==> src/hdl/cdc_pkg.sv <==
// Package for the calendar date counter: opcodes, controller/datapath command
// and status structs, and the month-length and leap-year helpers.
// No dependencies.
package cdc_pkg;

   typedef enum logic [1:0] {
      OP_SET  = 2'd0,
      OP_PRE  = 2'd1,
      OP_POST = 2'd2,
      OP_ADD  = 2'd3
   } op_type;

   localparam int LEAP_CYCLE  = 400;
   localparam int CENTURY     = 100;
   localparam int MONTHS      = 12;
   localparam int FEB_LEAP    = 29;
   localparam int LONG_MONTH  = 31;
   localparam int RESET_DAY   = 1;
   localparam int RESET_MONTH = 1;
   localparam int RESET_YEAR  = 2000;
   localparam int MOD_W       = 9;
   localparam int DIGIT_BITS  = 4;

   typedef struct packed {
      logic load;
      logic mod_step;
      logic clamp;
      logic step;
      logic emit;
   } cmd_type;

   typedef struct packed {
      logic req_set;
      logic digit_last;
      logic count_zero;
      logic out_free;
   } status_type;

   function automatic logic is_leap(input logic [MOD_W-1:0] mod400, input logic [1:0] low2);
      logic leap;
      leap = (mod400 == '0) ||
             ((low2 == 2'd0) && (mod400 != MOD_W'(CENTURY)) &&
              (mod400 != MOD_W'(2 * CENTURY)) && (mod400 != MOD_W'(3 * CENTURY)));
      return leap;
   endfunction

   function automatic logic [4:0] days_in(input logic [3:0] month, input logic leap);
      logic [4:0] len;
      unique case (month)
         4'd2: begin
            len = leap ? 5'(FEB_LEAP) : 5'(FEB_LEAP - 1);
         end
         4'd4, 4'd6, 4'd9, 4'd11: begin
            len = 5'(LONG_MONTH - 1);
         end
         default: begin
            len = 5'(LONG_MONTH);
         end
      endcase
      return len;
   endfunction

endpackage

==> src/hdl/cdc_req_if.sv <==
// Request channel of the calendar date counter: valid/ready plus the request word.
// Depends on nothing.
interface cdc_req_if #(
   parameter int YEAR_WIDTH  = 16,
   parameter int COUNT_WIDTH = 16
);
   logic                   valid;
   logic                   ready;
   logic [1:0]             opcode;
   logic [5:0]             set_day;
   logic [3:0]             set_month;
   logic [YEAR_WIDTH-1:0]  set_year;
   logic [COUNT_WIDTH-1:0] day_count;

   modport source (output valid, opcode, set_day, set_month, set_year, day_count,
                   input ready);
   modport sink   (input valid, opcode, set_day, set_month, set_year, day_count,
                   output ready);
endinterface

==> src/hdl/cdc_rsp_if.sv <==
// Response channel of the calendar date counter: valid/ready plus the result word.
// Depends on nothing.
interface cdc_rsp_if #(
   parameter int YEAR_WIDTH = 16
);
   logic                  valid;
   logic                  ready;
   logic [4:0]            out_day;
   logic [3:0]            out_month;
   logic [YEAR_WIDTH-1:0] out_year;
   logic                  leap_flag;

   modport source (output valid, out_day, out_month, out_year, leap_flag, input ready);
   modport sink   (input valid, out_day, out_month, out_year, leap_flag, output ready);
endinterface

==> src/hdl/cdc_ctrl.sv <==
// Controller of the calendar date counter: sequences reduce, clamp, advance and emit.
// Depends on cdc_pkg.
module cdc_ctrl (
   input  logic                  clock,
   input  logic                  reset,
   input  logic                  req_valid,
   output logic                  req_ready,
   input  cdc_pkg::status_type   status,
   output cdc_pkg::cmd_type      cmd
);

   typedef enum logic [4:0] {
      ST_IDLE    = 5'b00001,
      ST_REDUCE  = 5'b00010,
      ST_CLAMP   = 5'b00100,
      ST_ADVANCE = 5'b01000,
      ST_EMIT    = 5'b10000
   } state_type;

   state_type state_ff, state_in;

   always_comb begin
      state_in = state_ff;
      cmd      = '0;
      req_ready = 1'b0;
      unique case (state_ff)
         ST_IDLE: begin
            req_ready = 1'b1;
            if (req_valid) begin
               cmd.load = 1'b1;
               state_in = status.req_set ? ST_REDUCE : ST_ADVANCE;
            end
         end
         ST_REDUCE: begin
            cmd.mod_step = 1'b1;
            if (status.digit_last) begin
               state_in = ST_CLAMP;
            end
         end
         ST_CLAMP: begin
            cmd.clamp = 1'b1;
            state_in  = ST_EMIT;
         end
         ST_ADVANCE: begin
            if (status.count_zero) begin
               state_in = ST_EMIT;
            end else begin
               cmd.step = 1'b1;
            end
         end
         ST_EMIT: begin
            if (status.out_free) begin
               cmd.emit = 1'b1;
               state_in = ST_IDLE;
            end
         end
         default: begin
            state_in = ST_IDLE;
         end
      endcase
   end

   always_ff @(posedge clock) begin
      if (reset) begin
         state_ff <= ST_IDLE;
      end else begin
         state_ff <= state_in;
      end
   end

endmodule

==> src/hdl/cdc_dp.sv <==
// Datapath of the calendar date counter: stored date, working date, year mod 400
// reducer, day counter and output register. Depends on cdc_pkg.
module cdc_dp #(
   parameter int YEAR_WIDTH  = 16,
   parameter int COUNT_WIDTH = 16
) (
   input  logic                   clock,
   input  logic                   reset,
   input  cdc_pkg::cmd_type       cmd,
   output cdc_pkg::status_type    status,
   input  logic [1:0]             req_opcode,
   input  logic [5:0]             req_set_day,
   input  logic [3:0]             req_set_month,
   input  logic [YEAR_WIDTH-1:0]  req_set_year,
   input  logic [COUNT_WIDTH-1:0] req_day_count,
   input  logic                   rsp_ready,
   output logic                   rsp_valid,
   output logic [4:0]             rsp_out_day,
   output logic [3:0]             rsp_out_month,
   output logic [YEAR_WIDTH-1:0]  rsp_out_year,
   output logic                   rsp_leap_flag
);

   localparam int DIGITS = (YEAR_WIDTH + cdc_pkg::DIGIT_BITS - 1) / cdc_pkg::DIGIT_BITS;
   localparam int PAD_W  = DIGITS * cdc_pkg::DIGIT_BITS;
   localparam int DIG_W  = $clog2(DIGITS);
   localparam int MW     = cdc_pkg::MOD_W;

   logic [4:0]             cur_day_ff, cur_day_in;
   logic [3:0]             cur_month_ff, cur_month_in;
   logic [YEAR_WIDTH-1:0]  cur_year_ff, cur_year_in;
   logic [MW-1:0]          cur_mod_ff, cur_mod_in;

   cdc_pkg::op_type        op_ff;
   logic [5:0]             set_day_ff;
   logic [3:0]             set_month_ff;
   logic [4:0]             wrk_day_ff;
   logic [3:0]             wrk_month_ff;
   logic [YEAR_WIDTH-1:0]  wrk_year_ff;
   logic [MW-1:0]          wrk_mod_ff;
   logic [COUNT_WIDTH-1:0] count_ff;
   logic [PAD_W-1:0]       shift_ff;
   logic [MW-1:0]          rem_ff;
   logic [DIG_W-1:0]       digit_ff;

   logic                   out_valid_ff, out_valid_in;
   logic [4:0]             out_day_ff;
   logic [3:0]             out_month_ff;
   logic [YEAR_WIDTH-1:0]  out_year_ff;
   logic                   out_leap_ff;

   logic [4:0]             nx_day;
   logic [3:0]             nx_month;
   logic [YEAR_WIDTH-1:0]  nx_year;
   logic [MW-1:0]          nx_mod;
   logic [4:0]             wrk_len;

   logic [4:0]             cl_day;
   logic [3:0]             cl_month;
   logic [4:0]             cl_len;

   logic [MW-1:0]          rem_next;

   // Next calendar day of the working date.
   always_comb begin
      wrk_len  = cdc_pkg::days_in(wrk_month_ff, cdc_pkg::is_leap(wrk_mod_ff, wrk_year_ff[1:0]));
      nx_day   = wrk_day_ff + 5'd1;
      nx_month = wrk_month_ff;
      nx_year  = wrk_year_ff;
      nx_mod   = wrk_mod_ff;
      if (wrk_day_ff >= wrk_len) begin
         nx_day = 5'd1;
         if (wrk_month_ff >= 4'(cdc_pkg::MONTHS)) begin
            nx_month = 4'd1;
            nx_year  = wrk_year_ff + YEAR_WIDTH'(1);
            if (wrk_year_ff == '1) begin
               nx_mod = '0;
            end else if (wrk_mod_ff == MW'(cdc_pkg::LEAP_CYCLE - 1)) begin
               nx_mod = '0;
            end else begin
               nx_mod = wrk_mod_ff + MW'(1);
            end
         end else begin
            nx_month = wrk_month_ff + 4'd1;
         end
      end
   end

   // Clamp of a requested date; the year residue is ready in rem_ff.
   always_comb begin
      if (set_month_ff == 4'd0) begin
         cl_month = 4'd1;
      end else if (set_month_ff > 4'(cdc_pkg::MONTHS)) begin
         cl_month = 4'(cdc_pkg::MONTHS);
      end else begin
         cl_month = set_month_ff;
      end
      cl_len = cdc_pkg::days_in(cl_month, cdc_pkg::is_leap(rem_ff, wrk_year_ff[1:0]));
      if (set_day_ff == 6'd0) begin
         cl_day = 5'd1;
      end else if (set_day_ff > {1'b0, cl_len}) begin
         cl_day = cl_len;
      end else begin
         cl_day = set_day_ff[4:0];
      end
   end

   // Year modulo 400, four bits of the year per cycle, most significant first.
   always_comb begin
      logic [MW:0] trial;
      rem_next = rem_ff;
      for (int i = 0; i < cdc_pkg::DIGIT_BITS; i++) begin
         trial = {rem_next, shift_ff[PAD_W-1-i]};
         if (trial >= (MW + 1)'(cdc_pkg::LEAP_CYCLE)) begin
            trial = trial - (MW + 1)'(cdc_pkg::LEAP_CYCLE);
         end
         rem_next = trial[MW-1:0];
      end
   end

   always_comb begin
      cur_day_in   = cur_day_ff;
      cur_month_in = cur_month_ff;
      cur_year_in  = cur_year_ff;
      cur_mod_in   = cur_mod_ff;
      if (cmd.emit) begin
         unique case (op_ff)
            cdc_pkg::OP_SET, cdc_pkg::OP_PRE: begin
               cur_day_in   = wrk_day_ff;
               cur_month_in = wrk_month_ff;
               cur_year_in  = wrk_year_ff;
               cur_mod_in   = wrk_mod_ff;
            end
            cdc_pkg::OP_POST: begin
               cur_day_in   = nx_day;
               cur_month_in = nx_month;
               cur_year_in  = nx_year;
               cur_mod_in   = nx_mod;
            end
            default: begin
            end
         endcase
      end
   end

   always_comb begin
      if (cmd.emit) begin
         out_valid_in = 1'b1;
      end else if (rsp_ready) begin
         out_valid_in = 1'b0;
      end else begin
         out_valid_in = out_valid_ff;
      end
   end

   always_ff @(posedge clock) begin
      if (reset) begin
         cur_day_ff   <= 5'(cdc_pkg::RESET_DAY);
         cur_month_ff <= 4'(cdc_pkg::RESET_MONTH);
         cur_year_ff  <= YEAR_WIDTH'(cdc_pkg::RESET_YEAR);
         cur_mod_ff   <= MW'(cdc_pkg::RESET_YEAR % cdc_pkg::LEAP_CYCLE);
         out_valid_ff <= 1'b0;
      end else begin
         cur_day_ff   <= cur_day_in;
         cur_month_ff <= cur_month_in;
         cur_year_ff  <= cur_year_in;
         cur_mod_ff   <= cur_mod_in;
         out_valid_ff <= out_valid_in;
      end
   end

   always_ff @(posedge clock) begin
      if (cmd.load) begin
         op_ff        <= cdc_pkg::op_type'(req_opcode);
         set_day_ff   <= req_set_day;
         set_month_ff <= req_set_month;
         wrk_day_ff   <= cur_day_ff;
         wrk_month_ff <= cur_month_ff;
         wrk_year_ff  <= (req_opcode == cdc_pkg::OP_SET) ? req_set_year : cur_year_ff;
         wrk_mod_ff   <= cur_mod_ff;
         shift_ff     <= PAD_W'(req_set_year);
         rem_ff       <= '0;
         digit_ff     <= '0;
         unique case (cdc_pkg::op_type'(req_opcode))
            cdc_pkg::OP_PRE: begin
               count_ff <= COUNT_WIDTH'(1);
            end
            cdc_pkg::OP_ADD: begin
               count_ff <= req_day_count;
            end
            default: begin
               count_ff <= '0;
            end
         endcase
      end else if (cmd.mod_step) begin
         rem_ff   <= rem_next;
         shift_ff <= shift_ff << cdc_pkg::DIGIT_BITS;
         digit_ff <= digit_ff + DIG_W'(1);
      end else if (cmd.clamp) begin
         wrk_day_ff   <= cl_day;
         wrk_month_ff <= cl_month;
         wrk_mod_ff   <= rem_ff;
      end else if (cmd.step) begin
         wrk_day_ff   <= nx_day;
         wrk_month_ff <= nx_month;
         wrk_year_ff  <= nx_year;
         wrk_mod_ff   <= nx_mod;
         count_ff     <= count_ff - COUNT_WIDTH'(1);
      end
   end

   always_ff @(posedge clock) begin
      if (cmd.emit) begin
         out_day_ff   <= wrk_day_ff;
         out_month_ff <= wrk_month_ff;
         out_year_ff  <= wrk_year_ff;
         out_leap_ff  <= cdc_pkg::is_leap(wrk_mod_ff, wrk_year_ff[1:0]);
      end
   end

   assign status.req_set    = (req_opcode == cdc_pkg::OP_SET);
   assign status.digit_last = (digit_ff == DIG_W'(DIGITS - 1));
   assign status.count_zero = (count_ff == '0);
   assign status.out_free   = !out_valid_ff || rsp_ready;

   assign rsp_valid     = out_valid_ff;
   assign rsp_out_day   = out_day_ff;
   assign rsp_out_month = out_month_ff;
   assign rsp_out_year  = out_year_ff;
   assign rsp_leap_flag = out_leap_ff;

endmodule

==> src/hdl/calendar_date_counter_top.sv <==
// Top level of the calendar date counter: joins the controller and the datapath
// to the request and response channels. Depends on cdc_pkg, cdc_req_if, cdc_rsp_if.
//
//   Channel   Direction  Word
//   req_bus   in         opcode, set_day, set_month, set_year, day_count
//   rsp_bus   out        out_day, out_month, out_year, leap_flag
//
// A set runs the year mod 400 reducer over the year, then clamps the date and emits it.
// Pre-increment steps the date once, post-increment emits it and then steps, and add
// steps day_count times; the date advances one day per cycle.
// Reset loads January 1, 2000 at once and needs no clearing pass.
// The result waits in an output register; a new request word is taken while it
// waits, and the block holds before its own result until that register frees.
module calendar_date_counter_top #(
   parameter int YEAR_WIDTH  = 16,
   parameter int COUNT_WIDTH = 16
) (
   input logic      clock,
   input logic      reset,
   cdc_req_if.sink  req_bus,
   cdc_rsp_if.source rsp_bus
);

   cdc_pkg::cmd_type    cmd;
   cdc_pkg::status_type status;

   cdc_ctrl u_ctrl (
      .clock     (clock),
      .reset     (reset),
      .req_valid (req_bus.valid),
      .req_ready (req_bus.ready),
      .status    (status),
      .cmd       (cmd)
   );

   cdc_dp #(
      .YEAR_WIDTH  (YEAR_WIDTH),
      .COUNT_WIDTH (COUNT_WIDTH)
   ) u_dp (
      .clock         (clock),
      .reset         (reset),
      .cmd           (cmd),
      .status        (status),
      .req_opcode    (req_bus.opcode),
      .req_set_day   (req_bus.set_day),
      .req_set_month (req_bus.set_month),
      .req_set_year  (req_bus.set_year),
      .req_day_count (req_bus.day_count),
      .rsp_ready     (rsp_bus.ready),
      .rsp_valid     (rsp_bus.valid),
      .rsp_out_day   (rsp_bus.out_day),
      .rsp_out_month (rsp_bus.out_month),
      .rsp_out_year  (rsp_bus.out_year),
      .rsp_leap_flag (rsp_bus.leap_flag)
   );

endmodule

==> src/flat_wrapper.sv <==
// flat-port wrapper written by rule: the top's interface ports become plain ports
module calendar_date_counter_top_flat 
#(
   parameter int YEAR_WIDTH  = 16,
   parameter int COUNT_WIDTH = 16
)
  (clock, reset, req_bus_valid, req_bus_opcode, req_bus_set_day, req_bus_set_month, req_bus_set_year, req_bus_day_count, req_bus_ready, rsp_bus_valid, rsp_bus_out_day, rsp_bus_out_month, rsp_bus_out_year, rsp_bus_leap_flag, rsp_bus_ready);
  cdc_req_if #(.YEAR_WIDTH(YEAR_WIDTH), .COUNT_WIDTH(COUNT_WIDTH)) req_bus_i ();
  cdc_rsp_if #(.YEAR_WIDTH(YEAR_WIDTH)) rsp_bus_i ();
  input logic clock;
  input logic reset;
  input wire logic [$bits(req_bus_i.valid)-1:0] req_bus_valid;
  input wire logic [$bits(req_bus_i.opcode)-1:0] req_bus_opcode;
  input wire logic [$bits(req_bus_i.set_day)-1:0] req_bus_set_day;
  input wire logic [$bits(req_bus_i.set_month)-1:0] req_bus_set_month;
  input wire logic [$bits(req_bus_i.set_year)-1:0] req_bus_set_year;
  input wire logic [$bits(req_bus_i.day_count)-1:0] req_bus_day_count;
  output wire logic [$bits(req_bus_i.ready)-1:0] req_bus_ready;
  output wire logic [$bits(rsp_bus_i.valid)-1:0] rsp_bus_valid;
  output wire logic [$bits(rsp_bus_i.out_day)-1:0] rsp_bus_out_day;
  output wire logic [$bits(rsp_bus_i.out_month)-1:0] rsp_bus_out_month;
  output wire logic [$bits(rsp_bus_i.out_year)-1:0] rsp_bus_out_year;
  output wire logic [$bits(rsp_bus_i.leap_flag)-1:0] rsp_bus_leap_flag;
  input wire logic [$bits(rsp_bus_i.ready)-1:0] rsp_bus_ready;
  assign req_bus_i.valid = req_bus_valid;
  assign req_bus_i.opcode = req_bus_opcode;
  assign req_bus_i.set_day = req_bus_set_day;
  assign req_bus_i.set_month = req_bus_set_month;
  assign req_bus_i.set_year = req_bus_set_year;
  assign req_bus_i.day_count = req_bus_day_count;
  assign req_bus_ready = req_bus_i.ready;
  assign rsp_bus_valid = rsp_bus_i.valid;
  assign rsp_bus_out_day = rsp_bus_i.out_day;
  assign rsp_bus_out_month = rsp_bus_i.out_month;
  assign rsp_bus_out_year = rsp_bus_i.out_year;
  assign rsp_bus_leap_flag = rsp_bus_i.leap_flag;
  assign rsp_bus_i.ready = rsp_bus_ready;
  calendar_date_counter_top #(.YEAR_WIDTH(YEAR_WIDTH), .COUNT_WIDTH(COUNT_WIDTH)) u_core (.clock(clock), .reset(reset), .req_bus(req_bus_i), .rsp_bus(rsp_bus_i));
endmodule
==> config.mk <==
export PLATFORM = sky130hd
export DESIGN_NAME = calendar_date_counter_top_flat
export DESIGN_NICKNAME = d
export VERILOG_FILES = /design/src/hdl/cdc_pkg.sv /design/src/hdl/cdc_req_if.sv /design/src/hdl/cdc_rsp_if.sv /design/src/hdl/cdc_ctrl.sv /design/src/hdl/cdc_dp.sv /design/src/hdl/calendar_date_counter_top.sv /design/src/flat_wrapper.sv
export SDC_FILE = /design/constraint.sdc
export NUM_CORES = 1
export LEC_CHECK = 0
export ABC_AREA = 1
export BUFFER_PORTS_ARGS = -buffer_cell sky130_fd_sc_hd__buf_2
export CAP_MARGIN = 20
export CORE_MARGIN = 10
export CORE_UTILIZATION = 40
export CTS_BUF_LIST = sky130_fd_sc_hd__clkbuf_4
export CTS_CLUSTER_DIAMETER = 80
export DETAILED_ROUTE_END_ITERATION = 10
export PLACE_DENSITY = 0.59
export SYNTH_ARGS = -nofsm -noshare
export SYNTH_HDL_FRONTEND = slang
export SYNTH_SLANG_ARGS = --single-unit
==> constraint.sdc <==
create_clock -name clock -period 10.2 [get_ports clock]
set_input_delay 1.53 -clock clock [delete_from_list [all_inputs] [get_ports clock]]
set_output_delay 1.53 -clock clock [all_outputs]
set_load 0.005 [all_outputs]
== Word level (Yosys, flattened, before mapping) ==
Cells that the tools add are included.
W data, S select, Z words.
Storage, ports and cells
  output and inout bits: 28
  logic and storage cells: 169
  input bits: 48
  flip-flop bits (word level): 155
Cells by class
  magnitude comparators: 8
  equality and inequality tests: 34
  add/sub/neg operators: 10
  reduce and logical (&&, ||, !) cells: 30
  mux-type cells: 66
Operators by type and width (number)
  $mux W16: 13
  $mux W9: 12
  $pmux W16 S2: 2
  $mux W5: 11
  $ge A10 B9 Y1 const B: 4
  $mux W4: 9
  $sub A9 B9 Y9 const B: 4
  $pmux W5 S5: 1
  $logic_not A9 Y1: 2
  $ne A9 B7 Y1 const B: 2
  $ne A9 B8 Y1 const B: 2
  $ne A9 B9 Y1 const B: 2
  $pmux W9 S2: 1
  $add A16 B1 Y16 const B: 1
  $eq A16 B16 Y1 const B: 1
  $eq A4 B3 Y1 const B: 4
  $eq A4 B4 Y1 const B: 4
  $logic_not A16 Y1: 1
  $sub A16 B1 Y16 const B: 1
  $mux W1: 13
  $ne A2 B1 Y1 const B: 5
  $pmux W5 S2: 1
  $add A9 B1 Y9 const B: 1
  $eq A9 B9 Y1 const B: 1
  31 further kinds: 50

== Longest topological paths before layout ==
Gate-level depths: netlist of run 1.
  depth after elaboration: 13
  depth in mapped cells: 33
  mapped depth without buffers: 33

== Cells and area by module ==
From an unflattened synthesis of run 1, not the netlist that was laid out.
Unflattened totals
  cells, all modules: 1105
  area, all modules: 8944.8 µm²
By module, submodules not included
  cdc_dp: area an instance 8557.0 µm², cells an instance 1045, times used 1, sequential area each 4043.9 µm²
  cdc_ctrl: area an instance 387.9 µm², cells an instance 60, times used 1, sequential area each 100.1 µm²

== Worst setup path after synthesis of run 1 ==
No wires, ideal clock.
  path type: input to register
  from: input rsp_bus_ready
  to: register u_core.u_dp.cur_day_ff[0]
  path slack: 6383 ps
  data arrival time: 3686 ps
  library setup time: 131 ps
  buffers on the path: 2
  required time: 10069 ps
  cell stages on the path: 7
  cell sequence: nor2_1 > nor2_1 > o21ai_0 > clkbuf_1 > buf_1 > a21oi_1 > o21ai_0
RTL lines
  start: declaration: RTL line flat_wrapper.sv:24  | input wire logic [$bits(rsp_bus_i.ready)-1:0] rsp_bus_ready;
  end signal: assignment: RTL line cdc_dp.sv:158  | cur_day_ff <= 5'(cdc_pkg::RESET_DAY);
  end signal: assignment: RTL line cdc_dp.sv:164  | cur_day_ff <= cur_day_in;
  end: declaration: RTL line cdc_dp.sv:29  | logic [4:0] cur_day_ff, cur_day_in;

== Worst setup path after layout of run 1 ==
  from: register u_core.u_dp.wrk_mod_ff[0]
  to: register u_core.u_dp.wrk_year_ff[15], data pin
Between the ends
  cells in the longest elaborated chain, start to end: 13
  elaborated cells on any way between the ends: 16
  classes of those cells: order compare (1); eq/ne (3); mux (7); reduce/logical (5)
Ends and longest elaborated chain
  start: declaration: RTL line cdc_dp.sv:40  | logic [MW-1:0] wrk_mod_ff;
  start signal: assignment: RTL line cdc_dp.sv:180  | wrk_mod_ff <= cur_mod_ff;
  start signal: assignment: RTL line cdc_dp.sv:202  | wrk_mod_ff <= rem_ff;
  start signal: assignment: RTL line cdc_dp.sv:207  | wrk_mod_ff <= nx_mod;
  $ne A9 B7 Y1: RTL line cdc_pkg.sv:42  | ((low2 == 2'd0) && (mod400 != MOD_W'(CENTURY)) &&
  $logic_and A1 B1 Y1 (2 in series): RTL line cdc_pkg.sv:42
  $logic_and A1 B1 Y1: RTL line cdc_pkg.sv:43  | (mod400 != MOD_W'(2 * CENTURY)) && (mod400 != MOD_W'(3 * CENTURY)));
  $logic_or A1 B1 Y1 *: RTL line cdc_pkg.sv:41  | leap = (mod400 == '0) ||
  $mux W1 *: RTL line cdc_pkg.sv:51  | len = leap ? 5'(FEB_LEAP) : 5'(FEB_LEAP - 1);
  $pmux W2 S2 *: RTL line cdc_pkg.sv:49  | unique case (month)
  $ge A5 B5 Y1 *: RTL line cdc_dp.sv:71  | if (wrk_day_ff >= wrk_len) begin
  $mux W16 *: RTL line cdc_dp.sv:71
  $mux W16 *: RTL line cdc_dp.sv:203  | end else if (cmd.step) begin
  $mux W16 *: RTL line cdc_dp.sv:199  | end else if (cmd.clamp) begin
  $mux W16 *: RTL line cdc_dp.sv:195  | end else if (cmd.mod_step) begin
  $mux W16 *: RTL line cdc_dp.sv:173  | if (cmd.load) begin
  end signal: assignment: RTL line cdc_dp.sv:179  | wrk_year_ff <= (req_opcode == cdc_pkg::OP_SET) ? req_set_year : cur_year_ff;
  end signal: assignment: RTL line cdc_dp.sv:206  | wrk_year_ff <= nx_year;
  end: declaration: RTL line cdc_dp.sv:39  | logic [YEAR_WIDTH-1:0] wrk_year_ff;
Every way passes the cells marked *; elsewhere a longest branch is shown, timed or not. The select of a mux whose other input is x is not followed.
A chain may end at the register's enable or synchronous reset.

==> results.cfg, run 1 <==
[clock_network]
cts_root_buf = clkbuf_4
insertion_delay_ns = 0.56
clock_sinks = 155
numCtsBuffers = 17
clockBufferDepth = 2
cts_tree = built
clkTransAtPathRegs_ns = 0.14
h-tree-depth = 4
ctsResizeCount = 0
ctsHoldBuffers = 0
post_cts_buffers = 0

[detailed_routing]
drtPass1Iterations = 6
viasPerCell = 5.26
wl_per_cell_um = 16.2
drt-total-wl_mm = 23.2
drt_iter0_markers = 600
ant_nets = 0
vias = 7544
drcViolationCount = 0

[power]
combPwrFrac = 0.445
peakVddDrop_v = 0.000154
p_switching_mw = 1.28
p_int_mw = 1.58
power-per-cell-area_nw_per_um2 = 293
leakage_nw = 4.15
total_power_mw = 2.85
swShare = 0.448
seqPwrFrac = 0.424
p_clk_frac = 0.131

[die]
start_util = 0.405
coreArea_um2 = 21700
die_x_um = 168
io_pins = 76
die_area_um2 = 28300
num_rows = 54
die_height_um = 168

[critical_path]
worstRegToRegCells = 25
reg2reg_slack_ns = 5.36
r2r_start = u_core.u_dp.wrk_mod_ff[0]
critPathMaxFanout = 16
worstSetupEndpointType = register
critPathMaxStageDelay_ns = 0.52
crit_required_ns = 10.61
worstPathArrival_ns = 5.26
crit_family = simple AND/OR/NAND/NOR gates
cp-start-kind = register
r2r_end = u_core.u_dp.wrk_year_ff[15]
crit_path_top_delay_cell = nor3_4
worst-setup-path-type = reg2reg
path_buf_inv = 4

[timing]
period_minus_slack_ns = 4.84
finalHoldViolCount = 0
relSlewSlack = 0.387
setup_viol = 0
finalMaxSlewViolations = 0
post-route-period-util = 0.475
fmax_mhz = 207
fin_skew_ns = 0.0213
tns_ns = 0
rsz0062_at_grt = false
tightest_slew_ns = 0.918

[cells_and_area]
nFillCells = 2203
syn_to_final_growth_pct = 10.8
drive_gt1_frac = 0.157
final_common_cell = nand2_1
fin_nets = 1208
layout_common_cells = 215 x nand2_1, 135 x inv_1, 115 x o21ai_0

[synthesis]
synthFlopType = edfxtp_1
synth.avg_cell_area_um2 = 8.18
synth_area_leaders = edfxtp_1 36%, dfxtp_1 12%, nand2_1 9.2%
synth_warnings = 0
syn_area_um2 = 8790
ys_ff_latch = 155
synth_largest_area_cell = edfxtp_1
synth_edf_count = 104
yosysTopAreaCellShare = 0.355
syn_nets = 1142
synthArstFlopShare = 0
synthCells = 1074
synth_cell_types = 55
ys_seq_area_frac = 0.472

[global_routing]
grt_use_total = 0.162
grt_pass1_vias = 7035
grt_pass1_wl_mm = 37.9
overflow = 0
antenna_found_initial = 1
grt_max_degree = 71

[place]
io_buffers = 75
place_congestion = 0.884
hpwl_mm = 16.5

[run_status]
status = completed

[job]
drv_cap = 0

[min_path]
hold_path_class = reg2reg
holdPathEnd = u_core.u_dp.cur_year_ff[12]
holdPathStages = 2
hp-start = u_core.u_dp.cur_year_ff[12]
[cells in the mapped netlist, types with 10 or more instances]
master and n:
nand2_2 19, ha_1 20, nor4_1 10, xor2_1 22, o22ai_1 21, nand3_1 50
nor3_1 18, nand2_1 215, dfxtp_1 51, inv_1 135, o21ai_0 116, clkbuf_1 34
nor2_1 71, edfxtp_1 104, a21oi_1 76, a31oi_1 17
[sequential cells by signal (all words and copies together), names as in the netlist, 5 cells and up]
name / flops
u_core.u_ctrl.state_ff: 5
u_core.u_dp.count_ff: 16
u_core.u_dp.cur_day_ff: 5
u_core.u_dp.cur_mod_ff: 9
u_core.u_dp.cur_year_ff: 16
u_core.u_dp.rem_ff: 9
u_core.u_dp.rsp_out_day: 5
u_core.u_dp.rsp_out_year: 16
u_core.u_dp.set_day_ff: 6
u_core.u_dp.shift_ff: 16
u_core.u_dp.wrk_day_ff: 5
u_core.u_dp.wrk_mod_ff: 9
u_core.u_dp.wrk_year_ff: 16
[cells by family (layout without fill, tap and decap cells)]
family,after synthesis,count (layout),synth area share
AND/OR/NAND/NOR,429,429,0.229
other,0,1,0
buffers and inverters,184,262,0.0813
flip-flops,155,155,0.472
XOR/XNOR,27,27,0.0269
multiplexers,1,1,0.00128
AO/OA/AOI/OAI,258,258,0.161
adder cells (fa/ha/maj),20,20,0.0285
[power groups by stage]
stage | sequential (mW) | clock [mW] | combinational [mW]
floorplan | 1.14 | 0 | 0.975
global placement | 1.22 | 0 | 1.26
detailed placement | 1.22 | 0 | 1.27
CTS | 1.21 | 0.382 | 1.27
global route | 1.24 | 0.407 | 1.46
finish | 1.21 | 0.373 | 1.27
[layer usage]
layer	global-route usage	vias to the layer above	part of all wire	wire length, um
li1	-	3780	-	-
met1	0.232	3548	0.49	11400
met2	0.247	202	0.44	10300
met3	0.0354	14	0.058	1360
met4	0.0284	0	0.0076	176
met5	0	-	0	0
[worst min-delay path: cells and delay by family (launching register included)]
family,cells,cell delay [ns]
flops,1,0.34
simple gates,1,0.06
compound gates,1,0.06
[area by class of cell]
type                            instances  area [um2]  area share
Antenna cell                            1        2.50    0.000257
Clock buffer                           19         143      0.0147
Clock inverter                         12         124      0.0127
Inverter                              145         552      0.0567
Multi-Input combinational cell        735        3940       0.405
Sequential cell                       155        4140       0.426
Tap cell                              280         350      0.0360
Timing Repair Buffer                   86         478      0.0491
[per-stage QoR]
step	cells	hold WS, ns	utilization	cell area (um2)	setup WS (ns)
2_1_floorplan	1074	0.424	-	8790	6.38
3_3_place_gp	1400	0.443	0.435	9440	5.68
3_5_place_dp	1400	0.452	0.435	9440	5.41
4_1_cts	1431	0.474	0.447	9700	5.37
5_1_grt	1433	0.493	0.449	9730	4.82
6_report	1433	0.479	0.449	9730	5.36
[worst max path at each step]
| stage | start | slack (ns) | end | cells after the start |
|---|---|---|---|---|
| after floorplan | rsp_bus_ready | 6.38 | u_core.u_dp.cur_day_ff[0] | 7 |
| after global placement | u_core.u_dp.wrk_mod_ff[0] | 5.68 | u_core.u_dp.wrk_year_ff[15] | 25 |
| after detailed placement | u_core.u_dp.wrk_mod_ff[0] | 5.41 | u_core.u_dp.wrk_year_ff[15] | 25 |
| after CTS | u_core.u_dp.wrk_mod_ff[0] | 5.37 | u_core.u_dp.wrk_year_ff[15] | 25 |
| after global routing | u_core.u_dp.wrk_mod_ff[0] | 4.82 | u_core.u_dp.wrk_year_ff[15] | 25 |
| final | u_core.u_dp.wrk_mod_ff[0] | 5.36 | u_core.u_dp.wrk_year_ff[15] | 25 |
(Power assumes the default switching activity.)
==> run 2: changes to the inputs <==
- ABC_AREA: 1 -> 0
- clock period: 10.2 -> 5 ns (I/O delays scaled with it)
==> run 2 against run 1 <==
Net effect: clock power grew 120%; global-route usage grew 0.14 points; flip-flop and latch count is the same; core utilization grew 0.48 points; sequential power grew 96%; worst hold slack lost 0.12 ns; power grew 75%; largest power group is now registers; synthesized cell count shrank 12%; die area grew 0.21%; synthesized area grew 0.24%; via count shrank 2.2%; highest routed layer unchanged; critical path depth shrank 3.
==> results.cfg, run 2 <==
[critical_path]
worst-setup-path-type = reg2reg
critPathMaxFanout = 6
worstSetupEndpointType = register
crit_path_top_delay_cell = or4b_2
path_buf_inv = 2
cp_cell_sequence = inv_1 > ha_1 > nand2b_1 > o41ai_1 > a22oi_1 > a31o_2 > a32oi_1 > o21ai_0 > nand2_1 > o21ai_0 > ha_1 > nand2b_1 > a21oi_1 > nor3_1 > nand4_1 > or2_2 > inv_1 > nand2_1 > or4b_2 > a21oi_1 > o21ai_0 > a21oi_1
crit_family = simple AND/OR/NAND/NOR gates
critPathMaxStageDelay_ns = 0.64
reg2reg_slack_ns = 0.29
cp-start-kind = register
crit_required_ns = 5.49
r2r_end = u_core.u_dp.cur_year_ff[15]
worstPathArrival_ns = 5.21
worstRegToRegCells = 22
r2r_start = u_core.u_dp.wrk_mod_ff[0]

[synthesis]
synthArstFlopShare = 0
synthCells = 948
syn_nets = 1016
synth_warnings = 0
post-synth-top-count-cell = nand2_1
synth_cell_types = 83
yosysTopAreaCellShare = 0.355
synthTopCellsByCount = 144 x nand2_1, 104 x edfxtp_1, 77 x nor2_1, 65 x o21ai_0, 53 x clkbuf_1
ys_ff_latch = 155
synth_largest_area_cell = edfxtp_1
syn_area_um2 = 8810
synth_edf_count = 104
synth.avg_cell_area_um2 = 9.29
ys_seq_area_frac = 0.471
synth_area_leaders = edfxtp_1 35%, dfxtp_1 12%, nand2_1 6.1%
synthFlopType = edfxtp_1

[power]
leakage_nw = 3.66
p_clk_frac = 0.164
peakVddDrop_v = 0.000214
seqPwrFrac = 0.474
power-per-cell-area_nw_per_um2 = 507
combPwrFrac = 0.362
p_switching_mw = 2.02
swShare = 0.405
p_int_mw = 2.98
total_power_mw = 5.00

[min_path]
hold_path_class = in2reg
holdPathStages = 1
hp-start = req_bus_set_day[0]
holdPathEnd = u_core.u_dp.set_day_ff[0]

[detailed_routing]
drcViolationCount = 0
wl_met3_mm = 1.24
viasPerCell = 5.65
drt_iter0_markers = 644
wl_met1_mm = 11.0
drt-total-wl_mm = 23.5
highest_layer = met4
ant_nets = 0
routed-wl-met2_mm = 11.0
drtPass1Iterations = 6
wl_per_cell_um = 18.0
vias = 7377

[timing]
setup_viol = 0
rsz0062_at_grt = true
finalHoldViolCount = 0
period_minus_slack_ns = 4.71
relSlewSlack = 0.272
hold_ws_ns = 0.363
tightest_slew_ns = 1.09
fin_skew_ns = 0.0267
finalMaxSlewViolations = 0
post-route-period-util = 0.943
fmax_mhz = 212

[die]
coreArea_um2 = 21800
die_area_um2 = 28400
die_x_um = 168
start_util = 0.405
io_pins = 76
die_height_um = 168
num_rows = 54

[cells_and_area]
fin_nets = 1080
final_common_cell = nand2_1
final_cells = 1306
drive_gt1_frac = 0.175
layout_common_cells = 143 x nand2_1, 104 x edfxtp_1, 75 x nor2_1, 75 x buf_2, 65 x o21ai_0
syn_to_final_growth_pct = 12.1

[global_routing]
antenna_found_initial = 2
overflow = 0
grt_max_degree = 66
grt_use_total = 0.163
grt_pass1_wl_mm = 37.9
grt_pass1_vias = 7100

[job]
drv_cap = 0

[place]
hpwl_mm = 16.6
io_buffers = 75
dp_cells = 1271
place_congestion = 0.894

[clock_network]
cts_tree = built
clock_sinks = 155
h-tree-depth = 4
clockBufferDepth = 2
clkTransAtPathRegs_ns = 0.13
cts_root_buf = clkbuf_4
numCtsBuffers = 17
insertion_delay_ns = 0.57

[run_status]
status = completed
[run 2: kinds of logic (layout without fill, tap and decap cells)]
kind of cell,count (synthesis),count (layout),share of synthesized area
compound gates,240,240,0.179
xor+xnor,35,35,0.0348
fa+ha+maj,20,20,0.0284
buf+inv,89,166,0.0394
flops,155,155,0.471
mux,35,35,0.0419
other cells,0,1,0
simple gates,374,374,0.206
[run 2: area by class of cell]
cell class                      count  area (um2)
Clock inverter                     13         155
Sequential cell                   155        4140
Fill cell                        2158       11900
Tap cell                          280         350
Timing Repair Buffer              103         586
Inverter                           31         116
Multi-Input combinational cell    704        4370
Antenna cell                        1        2.50
Clock buffer                       19         143
[run 2: power groups by stage]
stage               sequential (mW)  clock (mW)  combinational, mW
finish                         2.37       0.820               1.81
CTS                            2.36       0.841               1.81
global placement               2.38           0               1.77
detailed placement             2.39           0               1.79
global route                   2.43       0.885               2.05
floorplan                      2.21           0               1.39
[run 2: worst max path at each step]
stage	startpoint	end	slack, ns	cells past startpoint
after global routing	u_core.u_dp.rem_ff[3]	u_core.u_dp.rem_ff[4]	-0.06	22
after floorplan	u_core.u_dp.rem_ff[3]	u_core.u_dp.rem_ff[4]	0.41	23
final	u_core.u_dp.wrk_mod_ff[0]	u_core.u_dp.cur_year_ff[15]	0.29	22
after CTS	u_core.u_dp.rem_ff[3]	u_core.u_dp.rem_ff[4]	0.004	22
after detailed placement	u_core.u_dp.rem_ff[3]	u_core.u_dp.rem_ff[4]	-0.008	21
after global placement	u_core.u_dp.rem_ff[3]	u_core.u_dp.rem_ff[4]	0.17	21
[run 2: worst register-to-register path: cells and delay by family (launching register included)]
kind / cells / cell delay [ns]
compound gates: 10 / 1.66
flops: 1 / 0.49
buf+inv: 2 / 0.17
simple gates: 8 / 1.92
fa+ha+maj: 2 / 0.43
[run 2: through the flow]
step	setup TNS, ns	util	instance area (um2)	setup slack, ns
after global placement	0	0.437	9500	0.166
after CTS	0	0.451	9810	0.00369
after detailed placement	-0.00756	0.437	9500	-0.00756
after floorplan	0	-	8810	0.413
final	0	0.454	9870	0.286
after global routing	-0.214	0.454	9870	-0.0566
[run 2: timing repair]
action | in CTS | in global routing
buffers inserted | 0 | 2
resized for setup | 2 | 7
setup endpoints to repair | 1 | 14
hold buffers | 0 | 0
pin swaps | 0 | 1
[run 2: layer usage]
layer | GRT usage | vias to the layer above
li1 | - | 3607
met1 | 0.222 | 3529
met2 | 0.258 | 219
met3 | 0.0312 | 22
met4 | 0.0477 | 0
met5 | 0 | -
